File: src/rtl/udfu_pkg.sv
// ----------------------------------------------------------------------------
// udfu_pkg: shared types and constants for the DFU request state machine
// Request and response words, configuration bundle, state encoding,
// command and status codes.
// ----------------------------------------------------------------------------
package udfu_pkg;

   // Class request codes (bRequest)
   localparam logic [7:0] CMD_DETACH    = 8'd0;
   localparam logic [7:0] CMD_DNLOAD    = 8'd1;
   localparam logic [7:0] CMD_UPLOAD    = 8'd2;
   localparam logic [7:0] CMD_GETSTATUS = 8'd3;
   localparam logic [7:0] CMD_CLRSTATUS = 8'd4;
   localparam logic [7:0] CMD_GETSTATE  = 8'd5;
   localparam logic [7:0] CMD_ABORT     = 8'd6;

   // Status codes
   localparam logic [2:0] SS_OK      = 3'd0;
   localparam logic [2:0] SS_WRITE   = 3'd1;
   localparam logic [2:0] SS_PROG    = 3'd2;
   localparam logic [2:0] SS_ADDRESS = 3'd3;
   localparam logic [2:0] SS_UNKNOWN = 3'd4;
   localparam logic [2:0] SS_STALLED = 3'd5;

   // DFU 1.1 state numbers as reported
   localparam logic [3:0] CODE_APP_DETACH = 4'd1;
   localparam logic [3:0] CODE_IDLE       = 4'd2;
   localparam logic [3:0] CODE_DN_SYNC    = 4'd3;
   localparam logic [3:0] CODE_DN_IDLE    = 4'd5;
   localparam logic [3:0] CODE_MAN_SYNC   = 4'd6;
   localparam logic [3:0] CODE_ERROR      = 4'd10;

   // Fixed reply lengths
   localparam logic [12:0] LEN_GETSTATUS = 13'd6;
   localparam logic [12:0] LEN_GETSTATE  = 13'd1;

   // Register map (word index = paddr[4:2])
   localparam int unsigned CSR_ADDR_W = 5;
   localparam logic [2:0] REG_DETACH_LIMIT  = 3'd0;
   localparam logic [2:0] REG_BLOCK_SIZE    = 3'd1;
   localparam logic [2:0] REG_PROTECT_LIMIT = 3'd2;
   localparam logic [2:0] REG_FLASH_BYTES   = 3'd3;
   localparam logic [2:0] REG_POLL_INTERVAL = 3'd4;

   // Register reset values
   localparam logic [15:0] RST_DETACH_LIMIT  = 16'd1000;
   localparam logic [12:0] RST_BLOCK_SIZE    = 13'd256;
   localparam logic [27:0] RST_PROTECT_LIMIT = 28'h0004000;
   localparam logic [28:0] RST_FLASH_BYTES   = 29'd524288;
   localparam logic [23:0] RST_POLL_INTERVAL = 24'd20;

   // Reachable DFU states, one-hot
   typedef enum logic [5:0] {
      ST_APP_DETACH = 6'b000001,
      ST_IDLE       = 6'b000010,
      ST_DN_SYNC    = 6'b000100,
      ST_DN_IDLE    = 6'b001000,
      ST_MAN_SYNC   = 6'b010000,
      ST_ERROR      = 6'b100000
   } dfu_state_type;

   typedef struct packed {
      logic [7:0]  cmd;
      logic [15:0] req_value;
      logic [15:0] req_length;
      logic        prog_ok;
   } req_type;

   typedef struct packed {
      logic        accepted;
      logic [12:0] reply_length;
      logic [2:0]  status_now;
      logic [3:0]  state_now;
      logic [23:0] poll_timeout;
      logic        write_strobe;
      logic        read_strobe;
      logic [27:0] block_address;
      logic        dfu_active;
      logic        untouched;
   } rsp_type;

   typedef struct packed {
      logic [15:0] detach_limit;
      logic [12:0] block_size;
      logic [27:0] protect_limit;
      logic [28:0] flash_bytes;
      logic [23:0] poll_interval;
   } cfg_type;

   function automatic logic [3:0] state_code(input dfu_state_type s);
      logic [3:0] code;
      case (s)
         ST_APP_DETACH: code = CODE_APP_DETACH;
         ST_IDLE:       code = CODE_IDLE;
         ST_DN_SYNC:    code = CODE_DN_SYNC;
         ST_DN_IDLE:    code = CODE_DN_IDLE;
         ST_MAN_SYNC:   code = CODE_MAN_SYNC;
         default:       code = CODE_ERROR;
      endcase
      return code;
   endfunction

endpackage

File: src/rtl/usb_dfu_request_state_machine.sv
// ----------------------------------------------------------------------------
// usb_dfu_request_state_machine: DFU 1.1 class request handler
// Accepts one class request per word, tracks DFU state, last status and the
// untouched flag, and returns one response word per request.
// ----------------------------------------------------------------------------
//
//   channel   ports                          direction   words
//   req       req_valid/req_stall/req_data   in          one request
//   rsp       rsp_valid/rsp_stall/rsp_data   out         one response each
//   csr       csr_psel ... csr_pready        in/out      register access
//
// Two register stages: the input stage captures the request and forms the
// block address (wValue times block size, one 16x13 multiply); the decode
// stage resolves the request against the current state and loads the
// response register. Throughput is one word per clock unless the response stalls.
// Synchronous active-high reset returns to dfuIDLE, status OK, untouched set,
// empty stages and default configuration registers. A response stall holds
// both stages and backs up into req_stall only when the input stage is occupied.
// ----------------------------------------------------------------------------
module usb_dfu_request_state_machine (
   input  logic                              clock,
   input  logic                              reset,
   // request channel
   input  logic                              req_valid,
   output logic                              req_stall,
   input  udfu_pkg::req_type                 req_data,
   // response channel
   output logic                              rsp_valid,
   input  logic                              rsp_stall,
   output udfu_pkg::rsp_type                 rsp_data,
   // configuration port
   input  logic                              csr_psel,
   input  logic                              csr_penable,
   input  logic                              csr_pwrite,
   input  logic [udfu_pkg::CSR_ADDR_W-1:0]   csr_paddr,
   input  logic [31:0]                       csr_pwdata,
   output logic [31:0]                       csr_prdata,
   output logic                              csr_pready
);

   udfu_pkg::cfg_type        cfg;

   // input stage
   logic                     s1_valid_ff, s1_valid_in;
   udfu_pkg::req_type        s1_req_ff;
   logic [28:0]              s1_addr_ff;

   // response stage
   logic                     rsp_valid_ff, rsp_valid_in;
   udfu_pkg::rsp_type        rsp_ff, rsp_in;

   // protocol state
   udfu_pkg::dfu_state_type  dfu_state_ff, dfu_state_in;
   logic [2:0]               status_ff, status_in;
   logic                     virgin_ff, virgin_in;

   udfu_pkg::dfu_state_type  step_state;
   logic [2:0]               step_status;
   logic                     step_virgin;

   logic                     out_free;
   logic                     s1_fire;
   logic                     req_fire;

   assign csr_pready = 1'b1;

   udfu_csr u_csr (
      .clock   (clock),
      .reset   (reset),
      .psel    (csr_psel),
      .penable (csr_penable),
      .pwrite  (csr_pwrite),
      .paddr   (csr_paddr),
      .pwdata  (csr_pwdata),
      .prdata  (csr_prdata),
      .cfg     (cfg)
   );

   // Handshake: the response register frees up when empty or being taken;
   // the input stage then drains into it, and a new word may enter.
   assign out_free  = !rsp_valid_ff || !rsp_stall;
   assign s1_fire   = s1_valid_ff && out_free;
   assign req_stall = s1_valid_ff && !out_free;
   assign req_fire  = req_valid && !req_stall;

   assign s1_valid_in  = req_fire ? 1'b1 : (s1_fire ? 1'b0 : s1_valid_ff);
   assign rsp_valid_in = out_free ? s1_valid_ff : rsp_valid_ff;

   // Decode against the current state
   udfu_step u_step (
      .req        (s1_req_ff),
      .addr       (s1_addr_ff),
      .cfg        (cfg),
      .state      (dfu_state_ff),
      .status     (status_ff),
      .virgin     (virgin_ff),
      .state_nxt  (step_state),
      .status_nxt (step_status),
      .virgin_nxt (step_virgin),
      .rsp        (rsp_in)
   );

   // Commit the state only when the decoded word moves to the response register
   assign dfu_state_in = s1_fire ? step_state  : dfu_state_ff;
   assign status_in    = s1_fire ? step_status : status_ff;
   assign virgin_in    = s1_fire ? step_virgin : virgin_ff;

   always_ff @(posedge clock) begin
      if (reset) begin
         s1_valid_ff  <= 1'b0;
         rsp_valid_ff <= 1'b0;
         dfu_state_ff <= udfu_pkg::ST_IDLE;
         status_ff    <= udfu_pkg::SS_OK;
         virgin_ff    <= 1'b1;
      end else begin
         s1_valid_ff  <= s1_valid_in;
         rsp_valid_ff <= rsp_valid_in;
         dfu_state_ff <= dfu_state_in;
         status_ff    <= status_in;
         virgin_ff    <= virgin_in;
      end
   end

   // Payload: request, block address on accept; response on drain; else hold
   always_ff @(posedge clock) begin
      if (req_fire) begin
         s1_req_ff  <= req_data;
         s1_addr_ff <= 29'(req_data.req_value * cfg.block_size);
      end
      if (s1_fire) begin
         rsp_ff <= rsp_in;
      end
   end

   assign rsp_valid = rsp_valid_ff;
   assign rsp_data  = rsp_ff;

   // ------------------------------------------------------------------------
   // Assertions
   // ------------------------------------------------------------------------
   a_strobe_excl: assert property (@(posedge clock) disable iff (reset)
      rsp_valid_ff |-> !(rsp_ff.write_strobe && rsp_ff.read_strobe))
      else $error("write and read strobe both set");

   a_upload_idle: assert property (@(posedge clock) disable iff (reset)
      (rsp_valid_ff && rsp_ff.read_strobe) |->
         (rsp_ff.accepted && rsp_ff.state_now == udfu_pkg::CODE_IDLE))
      else $error("upload did not return to idle");

   a_stall_empty: assert property (@(posedge clock) disable iff (reset)
      (rsp_valid_ff && !rsp_ff.accepted) |->
         (rsp_ff.reply_length == 13'd0 && rsp_ff.poll_timeout == 24'd0))
      else $error("stalled request carries reply data");

   a_virgin_sticky: assert property (@(posedge clock) disable iff (reset)
      !virgin_ff |=> !virgin_ff)
      else $error("untouched flag set again");

endmodule

File: src/rtl/udfu_csr.sv
// ----------------------------------------------------------------------------
// udfu_csr: configuration registers
// APB-style register file holding limits, block size, flash size and poll
// interval; always ready, reads return the stored value.
// ----------------------------------------------------------------------------
module udfu_csr (
   input  logic                               clock,
   input  logic                               reset,
   input  logic                               psel,
   input  logic                               penable,
   input  logic                               pwrite,
   input  logic [udfu_pkg::CSR_ADDR_W-1:0]    paddr,
   input  logic [31:0]                        pwdata,
   output logic [31:0]                        prdata,
   output udfu_pkg::cfg_type                  cfg
);

   udfu_pkg::cfg_type cfg_ff, cfg_in;
   logic              wr_en;
   logic [2:0]        reg_idx;

   assign reg_idx = paddr[4:2];
   assign wr_en   = psel & penable & pwrite;

   always_comb begin
      cfg_in = cfg_ff;
      if (wr_en) begin
         case (reg_idx)
            udfu_pkg::REG_DETACH_LIMIT:  cfg_in.detach_limit  = pwdata[15:0];
            udfu_pkg::REG_BLOCK_SIZE:    cfg_in.block_size    = pwdata[12:0];
            udfu_pkg::REG_PROTECT_LIMIT: cfg_in.protect_limit = pwdata[27:0];
            udfu_pkg::REG_FLASH_BYTES:   cfg_in.flash_bytes   = pwdata[28:0];
            udfu_pkg::REG_POLL_INTERVAL: cfg_in.poll_interval = pwdata[23:0];
            default: ;
         endcase
      end
   end

   always_ff @(posedge clock) begin
      if (reset) begin
         cfg_ff.detach_limit  <= udfu_pkg::RST_DETACH_LIMIT;
         cfg_ff.block_size    <= udfu_pkg::RST_BLOCK_SIZE;
         cfg_ff.protect_limit <= udfu_pkg::RST_PROTECT_LIMIT;
         cfg_ff.flash_bytes   <= udfu_pkg::RST_FLASH_BYTES;
         cfg_ff.poll_interval <= udfu_pkg::RST_POLL_INTERVAL;
      end else begin
         cfg_ff <= cfg_in;
      end
   end

   always_comb begin
      case (reg_idx)
         udfu_pkg::REG_DETACH_LIMIT:  prdata = {16'd0, cfg_ff.detach_limit};
         udfu_pkg::REG_BLOCK_SIZE:    prdata = {19'd0, cfg_ff.block_size};
         udfu_pkg::REG_PROTECT_LIMIT: prdata = {4'd0, cfg_ff.protect_limit};
         udfu_pkg::REG_FLASH_BYTES:   prdata = {3'd0, cfg_ff.flash_bytes};
         udfu_pkg::REG_POLL_INTERVAL: prdata = {8'd0, cfg_ff.poll_interval};
         default:                     prdata = 32'd0;
      endcase
   end

   assign cfg = cfg_ff;

endmodule

File: src/rtl/udfu_step.sv
// ----------------------------------------------------------------------------
// udfu_step: request decode and next-state logic
// Decides accept or stall for one registered request, forms the next DFU
// state, status and untouched flag, and builds the response word.
// ----------------------------------------------------------------------------
module udfu_step (
   input  udfu_pkg::req_type        req,
   input  logic [28:0]              addr,
   input  udfu_pkg::cfg_type        cfg,
   input  udfu_pkg::dfu_state_type  state,
   input  logic [2:0]               status,
   input  logic                     virgin,
   output udfu_pkg::dfu_state_type  state_nxt,
   output logic [2:0]               status_nxt,
   output logic                     virgin_nxt,
   output udfu_pkg::rsp_type        rsp
);

   logic        ok, wr, rd, put, err;
   logic [2:0]  err_code;
   logic [12:0] rlen;
   logic [23:0] poll;
   logic        len_zero, val_zero, len_is_block;
   logic        below_protect, in_flash;
   logic [29:0] addr_end;

   assign len_zero      = (req.req_length == 16'd0);
   assign val_zero      = (req.req_value == 16'd0);
   assign len_is_block  = (req.req_length == {3'd0, cfg.block_size});
   assign below_protect = (addr < {1'b0, cfg.protect_limit});
   assign addr_end      = {1'b0, addr} + {14'd0, req.req_length};
   assign in_flash      = !len_zero && (addr < cfg.flash_bytes)
                          && (addr_end <= {1'b0, cfg.flash_bytes});

   always_comb begin
      ok         = 1'b0;
      wr         = 1'b0;
      rd         = 1'b0;
      put        = 1'b0;
      err        = 1'b0;
      err_code   = udfu_pkg::SS_OK;
      rlen       = 13'd0;
      poll       = 24'd0;
      state_nxt  = state;
      status_nxt = status;

      case (req.cmd)
         udfu_pkg::CMD_DETACH: begin
            if (len_zero && (req.req_value <= cfg.detach_limit)) begin
               state_nxt = udfu_pkg::ST_APP_DETACH;
               put       = 1'b1;
               ok        = 1'b1;
            end else begin
               err      = 1'b1;
               err_code = udfu_pkg::SS_UNKNOWN;
            end
         end
         udfu_pkg::CMD_DNLOAD: begin
            if (len_zero) begin
               if (state != udfu_pkg::ST_DN_IDLE) begin
                  err      = 1'b1;
                  err_code = udfu_pkg::SS_STALLED;
               end else begin
                  state_nxt = udfu_pkg::ST_MAN_SYNC;
                  put       = 1'b1;
                  ok        = 1'b1;
               end
            end else if (len_is_block) begin
               if (state != udfu_pkg::ST_IDLE && state != udfu_pkg::ST_DN_IDLE) begin
                  err      = 1'b1;
                  err_code = udfu_pkg::SS_STALLED;
               end else if (below_protect) begin
                  err      = 1'b1;
                  err_code = udfu_pkg::SS_WRITE;
               end else begin
                  // strobe even when programming fails: the write was attempted
                  wr = 1'b1;
                  if (req.prog_ok) begin
                     state_nxt = udfu_pkg::ST_DN_SYNC;
                     put       = 1'b1;
                     ok        = 1'b1;
                  end else begin
                     err      = 1'b1;
                     err_code = udfu_pkg::SS_PROG;
                  end
               end
            end else begin
               err      = 1'b1;
               err_code = udfu_pkg::SS_UNKNOWN;
            end
         end
         udfu_pkg::CMD_UPLOAD: begin
            if (len_is_block) begin
               if (state != udfu_pkg::ST_IDLE) begin
                  err      = 1'b1;
                  err_code = udfu_pkg::SS_STALLED;
               end else if (in_flash) begin
                  rd        = 1'b1;
                  rlen      = cfg.block_size;
                  state_nxt = udfu_pkg::ST_IDLE;
                  put       = 1'b1;
                  ok        = 1'b1;
               end else begin
                  err      = 1'b1;
                  err_code = udfu_pkg::SS_ADDRESS;
               end
            end else begin
               err      = 1'b1;
               err_code = udfu_pkg::SS_UNKNOWN;
            end
         end
         udfu_pkg::CMD_GETSTATUS: begin
            // a malformed status request stalls without touching state
            if (val_zero && (req.req_length == 16'd6)) begin
               if (state == udfu_pkg::ST_DN_SYNC) begin
                  state_nxt = udfu_pkg::ST_DN_IDLE;
                  put       = 1'b1;
               end else if (state == udfu_pkg::ST_MAN_SYNC) begin
                  state_nxt = udfu_pkg::ST_IDLE;
                  put       = 1'b1;
               end
               rlen = udfu_pkg::LEN_GETSTATUS;
               poll = cfg.poll_interval;
               ok   = 1'b1;
            end
         end
         udfu_pkg::CMD_CLRSTATUS: begin
            if (val_zero && len_zero && state == udfu_pkg::ST_ERROR) begin
               status_nxt = udfu_pkg::SS_OK;
               state_nxt  = udfu_pkg::ST_IDLE;
               put        = 1'b1;
               ok         = 1'b1;
            end else begin
               err      = 1'b1;
               err_code = udfu_pkg::SS_UNKNOWN;
            end
         end
         udfu_pkg::CMD_GETSTATE: begin
            if (val_zero && (req.req_length == 16'd1)) begin
               rlen = udfu_pkg::LEN_GETSTATE;
               ok   = 1'b1;
            end else begin
               err      = 1'b1;
               err_code = udfu_pkg::SS_UNKNOWN;
            end
         end
         udfu_pkg::CMD_ABORT: begin
            if (val_zero && len_zero && state != udfu_pkg::ST_ERROR) begin
               state_nxt = udfu_pkg::ST_IDLE;
               put       = 1'b1;
               ok        = 1'b1;
            end else begin
               err      = 1'b1;
               err_code = udfu_pkg::SS_UNKNOWN;
            end
         end
         default: ;
      endcase

      // record the failure; application states keep their state
      if (err) begin
         status_nxt = err_code;
         if (state != udfu_pkg::ST_APP_DETACH) begin
            state_nxt = udfu_pkg::ST_ERROR;
            put       = 1'b1;
         end
      end
   end

   assign virgin_nxt = virgin & ~put;

   always_comb begin
      rsp.accepted      = ok;
      rsp.reply_length  = ok ? rlen : 13'd0;
      rsp.status_now    = status_nxt;
      rsp.state_now     = udfu_pkg::state_code(state_nxt);
      rsp.poll_timeout  = ok ? poll : 24'd0;
      rsp.write_strobe  = wr;
      rsp.read_strobe   = rd;
      rsp.block_address = (wr | rd) ? addr[27:0] : 28'd0;
      rsp.dfu_active    = (state_nxt != udfu_pkg::ST_APP_DETACH);
      rsp.untouched     = virgin_nxt;
   end

endmodule
File: config.mk
export PLATFORM = sky130hd
export DESIGN_NAME = usb_dfu_request_state_machine
export DESIGN_NICKNAME = d
export VERILOG_FILES = /design/src/rtl/udfu_pkg.sv /design/src/rtl/usb_dfu_request_state_machine.sv /design/src/rtl/udfu_csr.sv /design/src/rtl/udfu_step.sv
export SDC_FILE = /design/constraint.sdc
export NUM_CORES = 1
export LEC_CHECK = 0
export ABC_CLOCK_PERIOD_IN_PS = 11000
export BUFFER_PORTS_ARGS = -buffer_cell sky130_fd_sc_hd__buf_2
export CAP_MARGIN = 15
export CORE_MARGIN = 10
export CORE_UTILIZATION = 34
export CTS_CLUSTER_DIAMETER = 30
export DETAILED_ROUTE_END_ITERATION = 7
export PLACE_DENSITY = 0.6
export REMOVE_ABC_BUFFERS = 1
export SYNTH_ARGS = -nofsm -noshare
export SYNTH_HDL_FRONTEND = slang
export SYNTH_SLANG_ARGS = --single-unit
File: constraint.sdc
create_clock -name clock -period 11 [get_ports clock]
set_input_delay 2.2 -clock clock [delete_from_list [all_inputs] [get_ports clock]]
set_output_delay 2.2 -clock clock [all_outputs]
set_load 0.05 [all_outputs]
Word level (Yosys, flattened, before mapping)
Cells that the tools add are included.
W data, S select, Z words.

word-level totals
  register bits = 269
  output and inout port bits = 112
  word-level logic and storage cells = 177
  input bits = 85

operators by class
  equality and inequality tests = 26
  reductions and logical operators = 29
  $mul = 1
  magnitude comparators = 4
  bitwise operators = 5
  add/sub/neg operators = 1
  multiplexer cells = 86

operators with widths
  kind                   number
  $pmux W29 S5           1
  $mux W6                17
  $mux W3                15
  $mux W1                41
  $mux W13               3
  $pmux W13 S3           1
  $pmux W6 S6            1
  $logic_not A16 Y1      2
  $add A29 B16 Y30       1
  $le A30 B29 Y1         1
  $lt A29 B28 Y1         1
  $lt A29 B29 Y1         1
  $mul A16 B13 Y29       1
  $eq A8 B3 Y1 const B   3
  $pmux W4 S5            1
  $pmux W3 S6            1
  $eq A16 B1 Y1 const B  1
  $eq A16 B13 Y1         1
  $eq A16 B3 Y1 const B  1
  $eq A8 B2 Y1 const B   2
  $le A16 B16 Y1         1
  $eq A6 B3 Y1 const B   2
  $eq A6 B5 Y1 const B   2
  $logic_and A1 B1 Y1    12
  other kinds (25)       39

Logic depth before layout (Yosys ltp)
Gate-level depths: netlist of the first run.

  word-level depth = 12
  gate-level depth with buffers = 24
  depth with buffers taken out = 24

Cells and area by module
A second synthesis of the first run with hierarchy kept.

unflattened totals
  cell total of the unflattened synthesis = 2,334
  area total of the unflattened synthesis = 22,183.8 µm²

by module, submodules not included
  module                         area each (µm²)  times used  cells each
  usb_dfu_request_state_machine  11,776.3         1           1,032
  udfu_csr                       5,336.4          1           558
  udfu_step                      5,071.1          1           744

Worst setup path after synthesis of the first run
OpenSTA, ideal clock, no wires.

  path kind = input port to flip-flop
  start = input req_data[22] (netlist name)
  end = register s1_addr_ff[25] (data pin)
  stages = 20
  setup time = 0.258 ns
  arrival time = 7.066 ns
  setup slack = 3.676 ns
  path through = clkbuf_1 > nand2_1 > fa_1 > inv_1 > fa_1 > fa_1 > inv_1 > fa_1 > fa_1 > inv_1 > ha_1 > nor3_1 > o211ai_1 > a311o_1 > a21oi_1 > o311a_1 > o31ai_1 > a21o_1 > a21oi_1 > xnor2_1

on the way
  longest elaborated chain between the ends = 1

ends and longest elaborated chain
  what                  RTL line                              source
  from (decl)           usb_dfu_request_state_machine.sv:26   input udfu_pkg::req_type req_data,
  $mul A16 B13 Y29      usb_dfu_request_state_machine.sv:128  s1_addr_ff <= 29'(req_data.req_value * cfg.block_size);
  to (signal assigned)  usb_dfu_request_state_machine.sv:128
  to (decl)             usb_dfu_request_state_machine.sv:46   logic [28:0] s1_addr_ff;

No other way between the ends.
A chain may end at the register's enable or synchronous reset.

Worst setup path after layout of the first run
  start = input req_data[23] (netlist name)
  end = register s1_addr_ff[26] (data pin)

Same word-level chain as after synthesis.

==> flow_summary.yaml, run 1 <==
status:
  run_status: "complete, no violations"
sta:
  max-slew-margin-rel: 0.192
  min_period_over_period: 0.685
  setup_viol: 0
  finalSetupTns_ns: 0
  skew_ns: 0.0609
  rsz0062_at_grt: "no"
  fmax_ghz: 0.133
  slew_viol_final: 0
  tightest_slew_ns: 1.20
  hold_viol: 0
  fin_crit_ns: 7.54
global_route:
  track_usage: 0.181
  grt_max_degree: 83
  grt_pass1_wl_um: 100000
  grt_pass1_vias: 17146
  grt_overflow: 0
  grt_antenna_before_repair: 0
cts:
  cts_buffer_depth: 3
  holdBufCountCts: 0
  clk_pin_slew_ns: 0.06
  post_cts_buffers: 0
  clock_sink_count: 269
  cts_made_buffers: 52
  htree_levels: 2
  clock_latency_ns: 0.60
  cts_resized: 0
  cts_root_buf: "clkbuf_16"
  cts_tree: "yes"
place:
  io_buffers: 187
  place_congestion: 0.900
  placed_cell_area_sq_mm: 0.0224
  hpwl_um: 50200
finish:
  nets: 2829
  drive_gt1_frac: 0.138
  fin_area_sq_mm: 0.0242
  syn_to_final_growth_pct: 17.0
drt:
  avgRoutedWirePerCell_um: 20.4
  postRouteAntennaNets: 0
  totalWireLength_um: 65900
  via_count: 16868
  post_drt_via_cell_ratio: 5.23
  drt_iter0_markers: 1108
  drc_errors: 0
  dr.pass1.iters: 5
critical_path:
  max_stage_delay_ns: 0.54
  cp-end-kind: "flip-flop"
  slowest_stage: "fa_1"
  worstPathRequired_ns: 11.37
  worst-setup-path-type: "primary input to flip-flop"
  worstPathCellList: "buf_2 -> nand2_1 -> fa_1 -> inv_1 -> fa_1 -> inv_1 -> fa_1 -> inv_1 -> fa_1 -> fa_1 -> ha_1 -> o21ai_0 -> nor2b_1 -> nor3_1 -> o21ai_0 -> a311oi_1 -> o21a_1 -> o21ai_0 -> a21oi_1 -> xor2_1"
  cp_common_cell: "fa_1"
  worst_ep_arrival_time_ns: 7.91
  startpoint_type: "primary input"
  cp_max_fo: 14
floorplanning:
  initial_core_util: 0.343
  io_pins: 197
  die_area_sq_mm: 0.0712
  die_y_um: 267
  die_w_um: 267
  rows: 90
  coreArea_sq_mm: 0.0604
pwr:
  power_switching_uw: 887
  power.share.sequential: 0.364
  intPower_uw: 2230
  combPwrFrac: 0.128
  clockPowerShare: 0.509
  p_per_area_mw_per_mm2: 129
  vdd_drop_max_mv: 0.108
  switching_share: 0.284
  leakage_uw: 0.0105
synthesis:
  synth_edf_count: 147
  yosysTopAreaCellShare: 0.213
  ys_ff_latch: 269
  synth_area_leader_cell: "edfxtp_1"
  synth.distinct_cells: 85
  yosysWarnings: 0
  synth_area_sq_mm: 0.0207
  synth.avg_cell_area_sq_um: 9.28
  synth-main-ff-cell: "edfxtp_1"
  synth-seq-area-share: 0.331
  synth_area_leaders: "edfxtp_1, fa_1, dfxtp_1"
  synthArstFlopShare: 0
  syn_inst: 2232
job:
  maxCapViolCount: 0
min_path:
  min_path_type: "flip-flop to flip-flop"
sequential cells by signal, summed over array words and instances (netlist names):
register	cells
rsp_valid	1
s1_req_ff	41
s1_valid_ff	1
s1_addr_ff	29
dfu_state_ff	6
virgin_ff	1
rsp_data	77
status_ff	3
u_csr.cfg	110
cell usage after synthesis (4+ instances only):
library cell  count
nand2_1         429
inv_1           252
ha_1            190
a21oi_1         166
fa_1            155
edfxtp_1        147
and2_1          138
dfxtp_1         122
clkbuf_1         91
nor2_1           62
o21ai_0          55
xnor2_1          49
nand3_1          34
mux2i_1          26
o211ai_1         23
nand4_1          21
nor3_1           21
and3_1           20
a21o_1           17
a221o_1          17
nor2b_1          15
nor4_1           13
xor2_1           13
a31oi_1          12
a211o_1           8
nand2b_1          8
a211oi_1          7
and4_1            7
o21a_1            7
o21bai_1          7
or3_1             5
a32o_1            4
buf_4             4
worst paths after layout:
check,startpoint,endpoint,slack (ns),cells after the start
setup / recovery,req_data[23],s1_addr_ff[26]$_DFFE_PP_,3.46,20
hold / removal,status_ff[0]$_SDFFE_PP0P_,status_ff[0]$_SDFFE_PP0P_,0.46,2
setup reg to reg,s1_addr_ff[0]$_DFFE_PP_,rsp_data[1]$_DFFE_PP_,3.97,24
hold reg to reg,status_ff[0]$_SDFFE_PP0P_,status_ff[0]$_SDFFE_PP0P_,0.46,2
power by group through the flow:
stage	Combinational [uW]	Clock, uW	Sequential (uW)
CTS	397	1600	1130
global placement	382	0	1150
floorplan	223	0	1170
detailed placement	394	0	1150
global route	439	1660	1140
finish	398	1590	1130
worst max-delay path, delay by kind of cell:
kind / cells / cell delay (ns)
adder cells (fa/ha/maj): 6 / 2.84
AO/OA/AOI/OAI: 6 / 1.22
AND/OR/NAND/NOR: 3 / 0.80
buffers and inverters: 4 / 0.47
XOR/XNOR: 1 / 0.34
routing by layer:
| metal | vias to the layer above | share of wire | GRT usage |
|---|---|---|---|
| li1 | 7838 | - | - |
| met1 | 8383 | 0.41 | 0.218 |
| met2 | 518 | 0.50 | 0.322 |
| met3 | 129 | 0.052 | 0.0242 |
| met4 | 0 | 0.035 | 0.0671 |
| met5 | - | 0 | 0 |
per-stage QoR:
stage | instances | setup WS [ns] | util | power [uW] | hold slack [ns]
after floorplan | 2132 | 3.96 | - | 1400 | 0.431
after global placement | 3126 | 2.91 | 0.372 | 1530 | 0.442
after detailed placement | 3126 | 2.96 | 0.372 | 1550 | 0.451
after CTS | 3223 | 3.55 | 0.401 | 3130 | 0.458
after global routing | 3224 | 3.23 | 0.402 | 3230 | 0.486
final | 3225 | 3.46 | 0.402 | 3120 | 0.458
placed cells by master, fill, tap and decap left out, drive strengths merged, types with 5 or more instances in the layout:
cell type	Yosys	routed
nand2	429	429
inv	252	264
buf	11	213
ha	190	190
a21oi	169	169
fa	155	155
edfxtp	147	147
and2	140	140
dfxtp	122	122
nor2	62	62
o21ai	58	58
clkbuf	91	58
xnor2	50	50
nand3	36	36
mux2i	26	26
o211ai	23	23
nor3	22	22
nand4	21	21
and3	21	21
a21o	18	18
a221o	18	18
clkinv	1	16
nor2b	15	15
nor4	13	13
xor2	13	13
a31oi	12	12
a211o	9	9
nand2b	8	8
clkinvlp	0	8
a211oi	8	8
and4	7	7
o21a	7	7
o21bai	7	7
or2	6	6
or3	5	5
cell type report:
| cell class | count | area (sq um) |
|---|---|---|
| Inverter | 253 | 951 |
| Timing Repair Buffer | 213 | 1140 |
| Clock buffer | 58 | 1350 |
| Fill cell | 5912 | 36100 |
| Clock inverter | 39 | 439 |
| Multi-Input combinational cell | 1610 | 12500 |
| Tap cell | 782 | 978 |
| Sequential cell | 269 | 6860 |
| Antenna cell | 1 | 2.50 |
kinds of logic after synthesis:
| kind of cell | synth area share |
|---|---|
| xor+xnor | 0.0270 |
| buf+inv | 0.0659 |
| flops | 0.331 |
| compound gates | 0.115 |
| fa+ha+maj | 0.265 |
| other cells | 0.000363 |
| simple gates | 0.183 |
| mux | 0.0136 |
(Power assumes the default switching activity.)
==> run 2, diff against run 1 <==
--- a/config.mk
+++ b/config.mk
@@ -5,14 +5,14 @@
 export SDC_FILE = /design/constraint.sdc
 export NUM_CORES = 1
 export LEC_CHECK = 0
-export ABC_CLOCK_PERIOD_IN_PS = 11000
+export ABC_CLOCK_PERIOD_IN_PS = 6850
 export BUFFER_PORTS_ARGS = -buffer_cell sky130_fd_sc_hd__buf_2
 export CAP_MARGIN = 15
 export CORE_MARGIN = 10
 export CORE_UTILIZATION = 34
 export CTS_CLUSTER_DIAMETER = 30
 export DETAILED_ROUTE_END_ITERATION = 7
-export PLACE_DENSITY = 0.6
+export PLACE_DENSITY = 0.61
 export REMOVE_ABC_BUFFERS = 1
 export SYNTH_ARGS = -nofsm -noshare
 export SYNTH_HDL_FRONTEND = slang
==> constraint.sdc (replaced) <==
create_clock -name clock -period 6.85 [get_ports clock]
set_input_delay 1.37 -clock clock [delete_from_list [all_inputs] [get_ports clock]]
set_output_delay 1.37 -clock clock [all_outputs]
set_load 0.05 [all_outputs]
==> run 2 against run 1 <==
Effect of this change:
- power increased by 67%
- sequential power increased by 61%
- cell count increased by 2.4%
- flip-flop and latch count unchanged
- wire length increased by 1.1%
- sequential share of layout area decreased by 0.83 points
- design area increased by 3.0%
- critical path type unchanged
- critical endpoint is now s1_addr_ff[28]$_DFFE_PP_
- largest cell class unchanged
- largest power group unchanged
==> flow_summary.yaml, run 2 (synthesized netlist as in run 1, its figures left out) <==
status:
  run_status: "complete, no violations"
drt:
  post_drt_via_cell_ratio: 5.21
  drt_iter0_markers: 1353
  postRouteAntennaNets: 0
  totalWireLength_um: 66500
  via_count: 17208
  drc_errors: 0
  avgRoutedWirePerCell_um: 20.1
  dr.pass1.iters: 6
global_route:
  grt_overflow: 0
  grt_pass1_wl_um: 102000
  grt_antenna_before_repair: 0
  track_usage: 0.182
  grt_pass1_vias: 17823
  grt_max_degree: 91
place:
  hpwl_um: 52600
  place_congestion: 0.909
  io_buffers: 187
  dp.cells: 3204
critical_path:
  worst-setup-path-type: "primary input to flip-flop"
  worst_ep_arrival_time_ns: 6.79
  cp-end-kind: "flip-flop"
  cp_max_fo: 9
  startpoint_type: "primary input"
  worstPathRequired_ns: 7.18
sta:
  finalSetupTns_ns: 0
  holdWs_ns: 0.468
  hold_viol: 0
  tightest_slew_ns: 1.13
  setup_viol: 0
  fmax_ghz: 0.155
  rsz0062_at_grt: "no"
  max-slew-margin-rel: 0.240
  fin_crit_ns: 6.46
  skew_ns: 0.0388
  slew_viol_final: 0
  min_period_over_period: 0.943
min_path:
  min_path_type: "flip-flop to flip-flop"
pwr:
  p_per_area_mw_per_mm2: 209
  intPower_uw: 3760
  switching_share: 0.280
  vdd_drop_max_mv: 0.206
  leakage_uw: 0.0109
  combPwrFrac: 0.128
  power_uw: 5220
  power_switching_uw: 1460
  clockPowerShare: 0.523
  power.share.sequential: 0.349
floorplanning:
  die_w_um: 267
  die_y_um: 267
  die_area_sq_mm: 0.0712
  coreArea_sq_mm: 0.0604
  io_pins: 197
  initial_core_util: 0.343
  rows: 90
cts:
  clock_sink_count: 269
  cts_buffer_depth: 3
  cts_made_buffers: 53
  clk_pin_slew_ns: 0.05
  htree_levels: 2
  cts_tree: "yes"
  cts_root_buf: "clkbuf_16"
  post_cts_buffers: 0
  cts_resized: 0
  clock_latency_ns: 0.58
  holdBufCountCts: 0
finish:
  fillers: 5823
  fin_util: 0.414
  layout_common_cells: "nand2_1, inv_1, ha_1"
  syn_to_final_growth_pct: 20.6
  drive_gt1_frac: 0.167
  largest_register_ffs: 110
  layout_commonest_cell: "nand2_1"
  nets: 2907
  diodes: 0
  finalNonFillerCells: 3304
job:
  maxCapViolCount: 0
-- run 2: cell types whose count changed in the layout (fill, tap and decap cells not counted), moves of 3 or more --
cell       previous run  this run
inv_8                 2         6
bufinv_16             4         8
inv_6                 9         6
clkinv_1              0         4
clkinv_4             10         6
buf_12                0         3
clkbuf_1              5         0
buf_4                26       101
-- run 2: power groups by stage --
stage | logic [uW] | registers, uW | clock network [uW]
after floorplan | 359 | 1880 | 0
after global placement | 642 | 1850 | 0
after detailed placement | 662 | 1850 | 0
after CTS | 667 | 1820 | 2750
after global routing | 737 | 1820 | 2840
final | 670 | 1820 | 2730
-- run 2: final timing paths --
kind | cells past startpoint | endpoint | from | slack [ns]
setup / recovery | 21 | s1_addr_ff[28]$_DFFE_PP_ | req_data[24] | 0.39
hold / removal | 1 | virgin_ff$_SDFFE_PP1P_ | virgin_ff$_SDFFE_PP1P_ | 0.47
setup reg to reg | 24 | rsp_data[1]$_DFFE_PP_ | s1_req_ff[1]$_DFFE_PP_ | 0.46
hold reg to reg | 1 | virgin_ff$_SDFFE_PP1P_ | virgin_ff$_SDFFE_PP1P_ | 0.47
-- run 2: routing by layer --
metal	part of all wire	global-route usage
met1	0.41	0.221
met2	0.50	0.323
met3	0.056	0.0232
met4	0.038	0.0723
met5	0	0
-- run 2: cell type report --
| class | count | area, sq um | share of cell area |
|---|---|---|---|
| tap | 782 | 978 | 0.0392 |
| clock inverter | 47 | 581 | 0.0232 |
| clock buffer | 53 | 1330 | 0.0531 |
| timing repair buffer | 290 | 1750 | 0.0700 |
| sequential | 269 | 6860 | 0.275 |
| multi-input combinational | 1610 | 12500 | 0.502 |
| inverter | 253 | 951 | 0.0381 |
-- run 2: stage by stage --
step           area (sq um)  setup slack [ns]
2_1_floorplan         20300             0.640
3_3_place_gp          23100           -0.0956
3_5_place_dp          23100            -0.175
4_1_cts               25000             0.318
5_1_grt               25000            0.0132
6_report              25000             0.391
-- run 2: worst max-delay path: stages --
cell	delay, ns
buf_2	0.25
nand2_1	0.13
fa_1	0.54
inv_1	0.05
fa_1	0.54
inv_1	0.07
fa_1	0.51
inv_1	0.05
fa_1	0.46
fa_1	0.49
ha_1	0.23
nor3_1	0.18
a21boi_0	0.35
nor3_1	0.12
buf_4	0.16
o21ai_0	0.34
a311oi_1	0.19
o21a_1	0.22
o21ai_0	0.23
a31oi_1	0.15
xnor2_1	0.14
==> run 3, diff against run 2 <==
--- a/config.mk
+++ b/config.mk
@@ -6,13 +6,14 @@
 export NUM_CORES = 1
 export LEC_CHECK = 0
 export ABC_CLOCK_PERIOD_IN_PS = 6850
-export BUFFER_PORTS_ARGS = -buffer_cell sky130_fd_sc_hd__buf_2
 export CAP_MARGIN = 15
 export CORE_MARGIN = 10
 export CORE_UTILIZATION = 34
 export CTS_CLUSTER_DIAMETER = 30
 export DETAILED_ROUTE_END_ITERATION = 7
-export PLACE_DENSITY = 0.61
+export DONT_BUFFER_PORTS = 1
+export PLACE_DENSITY = 0.59
+export RECOVER_POWER = 100
 export REMOVE_ABC_BUFFERS = 1
 export SYNTH_ARGS = -nofsm -noshare
 export SYNTH_HDL_FRONTEND = slang
==> run 3 against run 2 <==
Effect of this change:
- the run now ends with max-capacitance violations, max-slew violations left
- design area down 6.8%
- cell count down 7.7%
- power down 7.8%
- maximum frequency down 0.53%
- flip-flop and latch count unchanged
- largest power group unchanged
- clock power down 10%
- highest routed layer is now met5
- register-to-register slack worse by 0.10 ns
- via count down 5.7%
- die area unchanged
==> flow_summary.yaml, run 3 (synthesized netlist as in run 1, its figures left out) <==
pwr:
  intPower_uw: 3460
  leakage_uw: 0.00961
  power_switching_uw: 1350
  switching_share: 0.281
  power_uw: 4820
  vdd_drop_max_mv: 0.160
  combPwrFrac: 0.099
  p_per_area_mw_per_mm2: 207
  clockPowerShare: 0.509
  power.share.sequential: 0.392
critical_path:
  cp_common_cell: "o21ai_0"
  cp_max_fo: 7
  cp_num_buf_inv: 1
  worstRegToRegCells: 24
  rr_startpoint: "s1_req_ff[1]$_DFFE_PP_"
  startpoint_type: "flip-flop"
  cp.depth: 24
  crit_family: "compound AO/OA/AOI/OAI gates"
  cp-end-kind: "flip-flop"
  worstPathRequired_ns: 7.15
  critical_path.startpoint: "s1_req_ff[1]$_DFFE_PP_"
  worstPathCellList: "ha_1 -> inv_1 -> fa_1 -> nor2b_1 -> o21ai_0 -> a21boi_0 -> o21ai_0 -> a21boi_1 -> o21ai_0 -> a31oi_1 -> o21a_2 -> o211ai_1 -> xnor2_1 -> ha_1 -> and3_1 -> a221oi_1 -> o21ai_1 -> or3_1 -> o21a_1 -> or3_1 -> a211oi_4 -> mux2i_1 -> nand3_2 -> or4_1"
  worst-setup-path-type: "flip-flop to flip-flop"
  slowest_stage: "or4_1"
  critPathCapture: "rsp_data[1]$_DFFE_PP_"
  max_stage_delay_ns: 0.50
  r2r_slack_ns: 0.36
  worst_ep_arrival_time_ns: 6.79
  r2r_end: "rsp_data[1]$_DFFE_PP_"
global_route:
  grt_max_degree: 111
  grt_pass1_wl_um: 99200
  track_usage: 0.181
  grt_overflow: 0
  grt_pass1_vias: 16578
  grt_antenna_before_repair: 5
drt:
  avgRoutedWirePerCell_um: 21.5
  postRouteAntennaNets: 0
  post_drt_via_cell_ratio: 5.32
  drt_iter0_markers: 1164
  drc_errors: 0
  dr.pass1.iters: 5
  via_count: 16224
  totalWireLength_um: 65700
cts:
  cts_buffer_depth: 3
  clk_pin_slew_ns: 0.06
  cts_made_buffers: 48
  clock_latency_ns: 0.58
  htree_levels: 2
  cts_root_buf: "clkbuf_16"
  cts_tree: "yes"
  clock_sink_count: 269
floorplanning:
  die_area_sq_mm: 0.0712
  die_y_um: 267
  rows: 90
  die_w_um: 267
  initial_core_util: 0.343
  coreArea_sq_mm: 0.0604
  io_pins: 197
sta:
  setup_viol: 0
  fin_crit_ns: 6.49
  skew_ns: 0.0347
  max-slew-margin-rel: -1.69
  fmax_ghz: 0.154
  hold_viol: 0
  rsz0062_at_grt: "no"
  slew_viol_final: 226
  min_period_over_period: 0.948
  tightest_slew_ns: 4.04
  finalSetupTns_ns: 0
place:
  io_buffers: 0
  hpwl_um: 50800
  place_congestion: 0.903
  dp.cells: 2954
finish:
  nets: 2657
  fin_util: 0.386
  finalNonFillerCells: 3050
  syn_to_final_growth_pct: 12.4
  drive_gt1_frac: 0.0635
  layout_common_cells: "nand2_1, inv_1, ha_1"
  layout_commonest_cell: "nand2_1"
  largest_register_ffs: 110
job:
  maxCapViolCount: 13
min_path:
  min_path_type: "flip-flop to flip-flop"
status:
  violations: "max-capacitance violations, max-slew violations"
  run_status: "finished with violations"
==> run 3: changes by cell type in the layout (fill, tap and decap cells not counted), moves of 5 or more <==
cell,delta
and2_1,-47
buf_2,-186
buf_4,-77
clkbuf_1,+19
and2_0,+47
clkbuf_16,-5
inv_6,+7
==> run 3: worst min-delay path by stage <==
stage,startpoint,endpoint,slack [ns],depth (start not counted)
global route,status_ff[2]$_SDFFE_PP0P_,status_ff[2]$_SDFFE_PP0P_,0.48,2
floorplan,status_ff[0]$_SDFFE_PP0P_,status_ff[0]$_SDFFE_PP0P_,0.43,2
detailed placement,status_ff[0]$_SDFFE_PP0P_,status_ff[0]$_SDFFE_PP0P_,0.45,2
finish,status_ff[0]$_SDFFE_PP0P_,status_ff[0]$_SDFFE_PP0P_,0.46,2
global placement,status_ff[0]$_SDFFE_PP0P_,status_ff[0]$_SDFFE_PP0P_,0.44,2
CTS,status_ff[2]$_SDFFE_PP0P_,status_ff[2]$_SDFFE_PP0P_,0.46,2
==> run 3: per-stage QoR <==
step	worst slack [ns]	area, sq um	hold WS, ns
final	0.357	23300	0.457
after CTS	0.121	23300	0.459
after global routing	0.0298	23300	0.481
after floorplan	0.640	20300	0.431
after detailed placement	0.161	21600	0.451
after global placement	0.224	21600	0.439
==> run 3: layer usage <==
metal  GRT usage  wire, um
met1       0.212     25900
met2       0.319     33100
met5           0        36
met4      0.0757      2430
met3      0.0343      4200
==> run 3: layout make-up <==
class,count,area [sq um]
multi-input combinational,1610,12500
inverter,253,951
tap,782,978
fill,6007,37100
clock buffer,51,1220
antenna,1,2.50
timing repair buffer,45,292
clock inverter,39,472
sequential,269,6860
==> run 3: worst register-to-register path, delay by kind of cell, from the launching register on <==
kind            cells  cell delay (ns)
buf+inv             1             0.07
fa+ha+maj           3             0.96
mux                 1             0.33
simple gates        6             1.77
compound gates     12             2.47
flops               1             0.49
xor+xnor            1             0.15
==> run 3: timing repair <==
action                     in CTS  in global routing
setup endpoints to repair       0                  5
hold buffers                    0                  0
setup buffers                   0                  3
gates resized for setup         0                  3
==> run 3: power by group through the flow <==
stage	Clock, uW	Sequential, uW	Combinational (uW)
after floorplan	0	1880	359
after global placement	0	1920	455
after detailed placement	0	1920	473
after CTS	2480	1880	477
after global routing	2560	1890	540
final	2450	1890	477
